`config.mk`:
```
export PLATFORM = sky130hd
export DESIGN_NAME = fcpa_ctrl
export DESIGN_NICKNAME = d
export VERILOG_FILES = /design/src/rtl/core/fcpa_pkg.sv /design/src/rtl/core/fcpa_ctrl.sv
export SDC_FILE = /design/constraint.sdc
export NUM_CORES = 1
export LEC_CHECK = 0
export BUFFER_PORTS_ARGS = -buffer_cell sky130_fd_sc_hd__buf_4
export CAP_MARGIN = 5
export CORE_AREA = 2 2 39 41
export DETAILED_ROUTE_END_ITERATION = 8
export DIE_AREA = 0 0 41 43
export GPL_ROUTABILITY_DRIVEN = 0
export PLACE_DENSITY_LB_ADDON = 0.12
export SLEW_MARGIN = 20
export SYNTH_ARGS = -nofsm -noshare
export SYNTH_HDL_FRONTEND = slang
export SYNTH_SLANG_ARGS = --single-unit
```
`constraint.sdc`:
```
create_clock -name clk -period 2.66 [get_ports clk]
set_clock_uncertainty 0.2 [all_clocks]
set_input_delay 0.266 -clock clk [delete_from_list [all_inputs] [get_ports clk]]
set_output_delay 0.266 -clock clk [all_outputs]
set_load 0.02 [all_outputs]
```
`src/rtl/core/fcpa_pkg.sv`:
```
`default_nettype none

package fcpa_pkg;

  // Address width of the pool and of the address ports.
  localparam int ADDR_BITS = 32;

  // Default depth of the free stack.
  localparam int DEF_MAX_CHUNKS = 1024;

  // Widths of the request and register fields.
  localparam int SIZE_W  = 17;
  localparam int TOTAL_W = 11;
  localparam int CFG_W   = 32;
  localparam int CFG_IDX_W = 2;

  // A rounded chunk can reach 2^17 bytes, so it needs one bit more than the size.
  localparam int CHUNK_W = SIZE_W + 1;

  // Request types.
  localparam logic [1:0] REQ_ALLOC = 2'd0;
  localparam logic [1:0] REQ_FREE  = 2'd1;
  localparam logic [1:0] REQ_INIT  = 2'd2;

  // Configuration register indexes.
  localparam logic [CFG_IDX_W-1:0] CFG_POOL_BASE    = 2'd0;
  localparam logic [CFG_IDX_W-1:0] CFG_CHUNK_BYTES  = 2'd1;
  localparam logic [CFG_IDX_W-1:0] CFG_CHUNK_TOTAL  = 2'd2;
  localparam logic [CFG_IDX_W-1:0] CFG_POOL_ENABLED = 2'd3;

  // Result status codes.
  typedef enum logic [2:0] {
    ST_GRANTED   = 3'd0,
    ST_FALLBACK  = 3'd1,
    ST_FREED     = 3'd2,
    ST_ELSEWHERE = 3'd3,
    ST_NULL      = 3'd4,
    ST_OVERFLOW  = 3'd5,
    ST_DOUBLE    = 3'd6,
    ST_INIT      = 3'd7
  } status_t;

  // Commands from the controller to the datapath.
  typedef struct packed {
    logic    latch;
    logic    pop;
    logic    scan_start;
    logic    scan;
    logic    push;
    logic    init_start;
    logic    init_step;
    logic    init_finish;
    logic    set_res;
    logic    res_grant;
    status_t res_code;
    logic    load_out;
  } dp_cmd_t;

  // Status from the datapath to the controller.
  typedef struct packed {
    logic [1:0] req_type;
    logic       pool_enabled;
    logic       size_fits;
    logic       stack_empty;
    logic       addr_null;
    logic       out_of_range;
    logic       stack_full;
    logic       scan_hit;
    logic       scan_end;
    logic       init_end;
    logic       out_free;
  } dp_stat_t;

endpackage

`default_nettype wire

```
`src/rtl/core/fcpa_ctrl.sv`:
```
`default_nettype none

module fcpa_ctrl (
  input  wire logic              clk,
  input  wire logic              rst,
  input  wire logic              in_valid,
  output logic                   in_stall,
  input  wire fcpa_pkg::dp_stat_t stat,
  output fcpa_pkg::dp_cmd_t      cmd
);
  import fcpa_pkg::*;

  typedef enum logic [2:0] {
    S_IDLE,
    S_EVAL,
    S_CHECK,
    S_SCAN,
    S_PUSH,
    S_POP,
    S_INIT,
    S_RESULT
  } state_t;

  state_t state;
  state_t state_next;

  // A new request is taken only when no request is in flight.
  assign in_stall = (state != S_IDLE);

  // Next state and datapath commands.
  always_comb begin
    state_next = state;
    cmd        = '0;
    cmd.res_code = ST_FALLBACK;
    case (state)
      S_IDLE: begin
        if (in_valid) begin
          cmd.latch  = 1'b1;
          state_next = S_EVAL;
        end
      end
      S_EVAL: begin
        case (stat.req_type)
          REQ_ALLOC: begin
            if (stat.pool_enabled && stat.size_fits && !stat.stack_empty) begin
              cmd.pop    = 1'b1;
              state_next = S_POP;
            end else begin
              cmd.set_res  = 1'b1;
              cmd.res_code = ST_FALLBACK;
              state_next   = S_RESULT;
            end
          end
          REQ_FREE: begin
            state_next = S_CHECK;
          end
          REQ_INIT: begin
            cmd.init_start = 1'b1;
            state_next     = S_INIT;
          end
          default: begin
            cmd.set_res  = 1'b1;
            cmd.res_code = ST_FALLBACK;
            state_next   = S_RESULT;
          end
        endcase
      end
      S_CHECK: begin
        // The free checks run in a fixed order of priority.
        if (stat.addr_null) begin
          cmd.set_res  = 1'b1;
          cmd.res_code = ST_NULL;
          state_next   = S_RESULT;
        end else if (!stat.pool_enabled || stat.out_of_range) begin
          cmd.set_res  = 1'b1;
          cmd.res_code = ST_ELSEWHERE;
          state_next   = S_RESULT;
        end else if (stat.stack_full) begin
          cmd.set_res  = 1'b1;
          cmd.res_code = ST_OVERFLOW;
          state_next   = S_RESULT;
        end else begin
          cmd.scan_start = 1'b1;
          state_next     = S_SCAN;
        end
      end
      S_SCAN: begin
        cmd.scan = 1'b1;
        if (stat.scan_hit) begin
          cmd.set_res  = 1'b1;
          cmd.res_code = ST_DOUBLE;
          state_next   = S_RESULT;
        end else if (stat.scan_end) begin
          state_next = S_PUSH;
        end
      end
      S_PUSH: begin
        cmd.push     = 1'b1;
        cmd.set_res  = 1'b1;
        cmd.res_code = ST_FREED;
        state_next   = S_RESULT;
      end
      S_POP: begin
        cmd.set_res   = 1'b1;
        cmd.res_grant = 1'b1;
        cmd.res_code  = ST_GRANTED;
        state_next    = S_RESULT;
      end
      S_INIT: begin
        if (stat.init_end) begin
          cmd.init_finish = 1'b1;
          cmd.set_res     = 1'b1;
          cmd.res_code    = ST_INIT;
          state_next      = S_RESULT;
        end else begin
          cmd.init_step = 1'b1;
        end
      end
      S_RESULT: begin
        if (stat.out_free) begin
          cmd.load_out = 1'b1;
          state_next   = S_IDLE;
        end
      end
      default: begin
        state_next = S_IDLE;
      end
    endcase
  end

  // State register.
  always_ff @(posedge clk) begin
    if (rst) begin
      state <= S_IDLE;
    end else begin
      state <= state_next;
    end
  end

endmodule

`default_nettype wire

```
==> impl_metrics.json, run 1 <==
{
  "synthDistinctLibCells": 35,
  "synth-async-reset-ratio_pct": 0,
  "proportion_of_synthesized_area_in_mux_cells_pct": 1.97,
  "num_cts_buffers": 3,
  "yosys_warnings": 0,
  "dr.first_iter.drc_count": 11,
  "drt_first_pass_iters": 4,
  "std_cell_rows": 14,
  "power.leakage_nw": 0.376,
  "critical_path_class": "flop to primary output",
  "cts.sinks": 3,
  "worstSetupStartpointType": "flop",
  "finalMaxSlewViolations": 0,
  "largest_register_ff_count": 3,
  "power_density_nw_per_um2": 753,
  "design.die.area_um2": 1760,
  "syn_area_um2": 509,
  "num_io_pins": 30,
  "synth_compound_gate_area_share_pct": 22.9,
  "syn_nets": 93,
  "clock-root-buffer": "sky130_fd_sc_hd__clkbuf_4",
  "clk_pin_slew_ns": 0.04,
  "max_freq_ghz": 0.463,
  "post_cts.repair.setup_buffers": 0,
  "hold_viol_final": 0,
  "outcome": "complete, no violations",
  "fillers": 160,
  "drcViolationCount": 0,
  "synthFlopType": "sky130_fd_sc_hd__dfxtp_1",
  "grt_remaining_overflow": 0,
  "synth-xor-area-share_pct": 0,
  "wirelength_um": 1260,
  "worst_pin_slew_ns": 0.667,
  "die_width_um": 41,
  "biggest_register": "state",
  "final_cell_count_no_fill": 119,
  "final_core_utilization_pct": 53.6,
  "grt_antenna_before_repair": 0,
  "worst_ir_drop_vdd_mv": 0.257,
  "design_power_total_mw": 0.559,
  "share_of_cells_above_drive_strength_1_pct": 35.9,
  "start_util_pct": 36.8,
  "avgSynthCellArea_um2": 6.88,
  "average_wire_per_cell_in_the_routed_design_um": 10.6,
  "post_cts.resized_instances": 0,
  "synth_sequential_area_ratio_pct": 11.8,
  "cp.required_ns": 2.19,
  "antenna_left": 0,
  "reg2reg_slack_ns": 0.87,
  "vias_in_the_first_global_route": 552,
  "routed_via_density": 5.03,
  "tns_ns": 0,
  "core_area_um2": 1380,
  "clock_tree_from_tritoncts": "done",
  "relSlewSlack_pct": 55.5,
  "fin_crit_sh_pct": 81.2,
  "worstSetupStartpoint": "state[0]$_SDFFE_PP0P_",
  "max-cap-violations": 0,
  "critical_path_arrival_ns": 1.70,
  "hold_path_class": "primary input to flop",
  "vias": 598,
  "synth_simple_gate_area_share_pct": 43.7,
  "syn_inst": 74,
  "cts_hold_repair.buffers": 0,
  "buffer_ports.inserted": 29,
  "area_delta_synth_final_pct": 45.7,
  "grt_setup_unrepaired": "false",
  "cts-htree-levels": 1,
  "timing.final.setup_violations": 0,
  "global_route_wire_length_before_repair_um": 2050,
  "dp_hpwl_um": 989,
  "cts-root-to-sink-buffers": 2,
  "biggestRegsByFlops": "state x3",
  "numPlacedInstances": 115,
  "largest_net_degree_at_the_start_of_global_routing": 24,
  "hp-start": "rst",
  "synthAdderAreaFrac_pct": 9.83,
  "global_route.usage.total_pct": 16.1,
  "die_height_um": 43,
  "design.final.nets": 123,
  "synth_top_family_by_area": "simple AND/OR/NAND/NOR gates",
  "worstSkewPairLatency_ns": 0.23,
  "antenna_cells_inserted": 0,
  "path_max_fanout": 23,
  "number_of_synthesized_flops_with_an_enable_pin": 0,
  "ys_ff_latch": 3,
  "final_period_demand_of_the_worst_path_ns": 2.16,
  "setup.worst_path.end_class": "primary output",
  "reg2reg_from": "state[0]$_SDFFE_PP0P_"
}
==> power by group <==
group / leakage, nW / internal (mW) / switching, mW
sequential: 0.0251 / 0.0607 / 0.0609
combinational: 0.336 / 0.173 / 0.186
clock: 0.0150 / 0.0561 / 0.0224
total: 0.376 / 0.290 / 0.269
==> worst paths after layout <==
path,endpoint,depth (start not counted)
worst max register to register,state[0]$_SDFFE_PP0P_,4
worst min register to register,state[2]$_SDFFE_PP0P_,2
worst max-delay path,cmd[3],5
worst min-delay path,state[0]$_SDFFE_PP0P_,2
==> cell families (layout without fill, tap and decap cells) <==
group,after synthesis,count (layout)
buffers and inverters,9,38
flip-flops,3,3
adder cells (fa/ha/maj),4,4
AO/OA/AOI/OAI,17,17
multiplexers,1,1
AND/OR/NAND/NOR,40,40
==> placed cells by master, fill, tap and decap left out, types with 3 or more instances in the layout <==
cell type,n
sky130_fd_sc_hd__ha_1,4
sky130_fd_sc_hd__inv_1,5
sky130_fd_sc_hd__clkbuf_4,3
sky130_fd_sc_hd__nand2_1,7
sky130_fd_sc_hd__buf_4,29
sky130_fd_sc_hd__nor2_1,10
sky130_fd_sc_hd__a21oi_1,6
sky130_fd_sc_hd__nor3_1,3
sky130_fd_sc_hd__dfxtp_1,3
==> critical path: stages (launching register included) <==
cell and delay (ns):
sky130_fd_sc_hd__dfxtp_1 0.74, sky130_fd_sc_hd__nand2b_1 0.23, sky130_fd_sc_hd__mux2i_1 0.09, sky130_fd_sc_hd__nand2_1 0.12, sky130_fd_sc_hd__o31ai_1 0.09, sky130_fd_sc_hd__buf_4 0.19
==> final cells by class <==
| type | count | area, µm² | share of cell area, % |
|---|---|---|---|
| tap | 16 | 20.0 | 2.70 |
| timing repair buffer | 29 | 218 | 29.3 |
| sequential | 3 | 60.1 | 8.09 |
| multi-input combinational | 62 | 399 | 53.8 |
| clock buffer | 4 | 26.3 | 3.54 |
| inverter | 5 | 18.8 | 2.53 |
==> routing by layer <==
layer,routed length (µm),vias to the layer above,GRT usage (%)
met4,0,0,6.00
met5,0,-,0
met1,547,261,19.8
li1,-,316,-
met3,79,0,1.57
met2,632,21,27.2
==> cell usage after synthesis, types with 2 or more instances <==
| cell type | number | area [µm²] |
|---|---|---|
| sky130_fd_sc_hd__and2_1 | 2 | 12.5 |
| sky130_fd_sc_hd__a21oi_1 | 6 | 30.0 |
| sky130_fd_sc_hd__o21ai_0 | 2 | 10.0 |
| sky130_fd_sc_hd__nand3_1 | 2 | 10.0 |
| sky130_fd_sc_hd__nand2b_1 | 2 | 12.5 |
| sky130_fd_sc_hd__nor2b_1 | 2 | 12.5 |
| sky130_fd_sc_hd__inv_1 | 5 | 18.8 |
| sky130_fd_sc_hd__and2b_1 | 2 | 15.0 |
| sky130_fd_sc_hd__dfxtp_1 | 3 | 60.1 |
| sky130_fd_sc_hd__buf_4 | 2 | 15.0 |
| sky130_fd_sc_hd__ha_1 | 4 | 50.1 |
| sky130_fd_sc_hd__nand2_1 | 7 | 26.3 |
| sky130_fd_sc_hd__nor3_1 | 3 | 15.0 |
| sky130_fd_sc_hd__nor2_1 | 10 | 37.5 |
| sky130_fd_sc_hd__and3_1 | 2 | 12.5 |
==> through the flow <==
step	worst slack [ns]	hold slack, ns	cell area (µm²)
2_1_floorplan	0.952	0.134	509
3_3_place_gp	0.788	0.251	716
3_5_place_dp	0.767	0.253	716
4_1_cts	0.511	0.00897	742
5_1_grt	0.327	0.0136	742
6_report	0.499	0.0120	742
No activity file was read; power rests on OpenSTA's default activity.
==> run 2, diff against run 1 <==
==> constraint.sdc (replaced) <==
create_clock -name clk -period 2.2 [get_ports clk]
set_clock_uncertainty 0.2 [all_clocks]
set_input_delay 0.22 -clock clk [delete_from_list [all_inputs] [get_ports clk]]
set_output_delay 0.22 -clock clk [all_outputs]
set_load 0.02 [all_outputs]
==> impl_metrics.json, run 2 (same netlist as run 1, synthesis figures left out) <==
{
  "outcome": "complete, no violations",
  "timing.final.setup_violations": 0,
  "dr.first_iter.drc_count": 4,
  "cp.required_ns": 1.78,
  "worst_ir_drop_vdd_mv": 0.382,
  "core_area_um2": 1380,
  "largest_register_ff_count": 3,
  "worstSkewPairLatency_ns": 0.23,
  "routed_via_density": 5.02,
  "antenna_cells_inserted": 0,
  "clock-root-buffer": "sky130_fd_sc_hd__clkbuf_4",
  "wirelength_um": 1270,
  "worstSetupStartpointType": "flop",
  "max_freq_ghz": 0.515,
  "biggest_register": "state",
  "average_wire_per_cell_in_the_routed_design_um": 10.5,
  "num_cts_buffers": 3,
  "power_density_nw_per_um2": 902,
  "grt_antenna_before_repair": 0,
  "grt_remaining_overflow": 0,
  "most_common_cell_after_layout_fill_and_taps_aside": "sky130_fd_sc_hd__buf_4",
  "area_delta_synth_final_pct": 49.1,
  "final_cell_area_um2": 759,
  "critical_path_arrival_ns": 1.52,
  "buffer_ports.inserted": 29,
  "hold_viol_final": 0,
  "clock_tree_from_tritoncts": "done",
  "cts.sinks": 3,
  "final_period_demand_of_the_worst_path_ns": 1.94,
  "worst_pin_slew_ns": 0.443,
  "mostFrequentLayoutCells": "sky130_fd_sc_hd__buf_4 (30), sky130_fd_sc_hd__nor2_1 (10), sky130_fd_sc_hd__nand2_1 (7)",
  "vias_in_the_first_global_route": 528,
  "std_cell_rows": 14,
  "clk_pin_slew_ns": 0.04,
  "power.leakage_nw": 0.385,
  "post_cts.resized_instances": 0,
  "critical_path.slowest_cell": "sky130_fd_sc_hd__dfxtp_1",
  "vias": 607,
  "path_cells": "nand2b_1 > nor3_1 > nor2_1 > o21ai_1 > buf_4",
  "global_route_wire_length_before_repair_um": 2070,
  "grt_setup_unrepaired": "false",
  "fin_crit_sh_pct": 88.2,
  "drt_first_pass_iters": 3,
  "cts-root-to-sink-buffers": 2,
  "path_max_fanout": 11,
  "design_power_total_mw": 0.685,
  "num_io_pins": 30,
  "antenna_left": 0,
  "die_height_um": 43,
  "timing.critical_path.slowest_cell_delay_ns": 0.57,
  "critical_path_class": "flop to primary output",
  "design.die.area_um2": 1760,
  "placement.cell_area_um2": 723,
  "timing.hold.ws_ns": 0.148,
  "final_cell_count_no_fill": 121,
  "relSlewSlack_pct": 70.5,
  "dp_hpwl_um": 1040,
  "global_route.usage.total_pct": 16.5,
  "design.final.nets": 125,
  "tns_ns": 0,
  "cts-htree-levels": 1,
  "biggestRegsByFlops": "state x3",
  "numPlacedInstances": 116,
  "setup.worst_path.end_class": "primary output",
  "start_util_pct": 36.8,
  "finalMaxSlewViolations": 0,
  "die_width_um": 41,
  "share_of_cells_above_drive_strength_1_pct": 36.2,
  "hold_path_class": "primary input to flop",
  "max-cap-violations": 0,
  "largest_net_degree_at_the_start_of_global_routing": 17,
  "drcViolationCount": 0
}
-- run 2: cell count changes in the layout (fill, tap and decap cells not counted), sizes merged --
cell,previous run,this run
dlygate4sd3,0,1
buf,29,30
-- run 2: layer usage --
| metal | vias up | GRT usage [%] | routed length, µm |
|---|---|---|---|
| met2 | 19 | 28.7 | 620 |
| li1 | 320 | - | - |
| met5 | - | 0 | 0 |
| met3 | 2 | 1.57 | 56 |
| met1 | 266 | 19.5 | 572 |
| met4 | 0 | 6.00 | 16 |
-- run 2: area by class of cell --
type	instances	area (µm²)
well taps	16	20.0
repair buffers	31	235
fillers	152	624
clock buffers	4	26.3
flip-flops and latches	3	60.1
multi-input cells	62	399
inverters	5	18.8
-- run 2: final timing paths --
path	start	endpoint	slack [ns]	depth (start not counted)
worst min-delay path	stat[0]	state[2]$_SDFFE_PP0P_	0.15	4
worst max register to register	state[0]$_SDFFE_PP0P_	state[2]$_SDFFE_PP0P_	0.48	5
worst max-delay path	state[1]$_SDFFE_PP0P_	cmd[2]	0.26	5
worst min register to register	state[2]$_SDFFE_PP0P_	state[2]$_SDFFE_PP0P_	0.51	2
-- run 2: power breakdown --
part	switching [mW]	internal, mW	total, mW
registers	0.0638	0.0734	0.137
logic	0.236	0.216	0.452
clock network	0.0281	0.0680	0.0961
-- run 2: timing repair --
action                     4_1_cts  5_1_grt
setup buffers                    0        0
setup endpoints to repair        0        0
hold endpoints to repair         3        0
hold buffers                     1        0
-- run 2: metrics by stage --
| step | setup slack, ns | utilization (%) |
|---|---|---|
| finish | 0.259 | 54.9 |
| global route | 0.128 | 54.9 |
| CTS | 0.261 | 54.9 |
| detailed placement | 0.490 | 52.3 |
| global placement | 0.523 | 52.3 |
| floorplan | 0.538 | - |
-- run 2: worst max-delay path: cells and delay by family, from the launching register on --
family	cells	cell delay [ns]
buffers and inverters	1	0.15
AND/OR/NAND/NOR	3	0.45
flip-flops	1	0.57
AO/OA/AOI/OAI	1	0.12
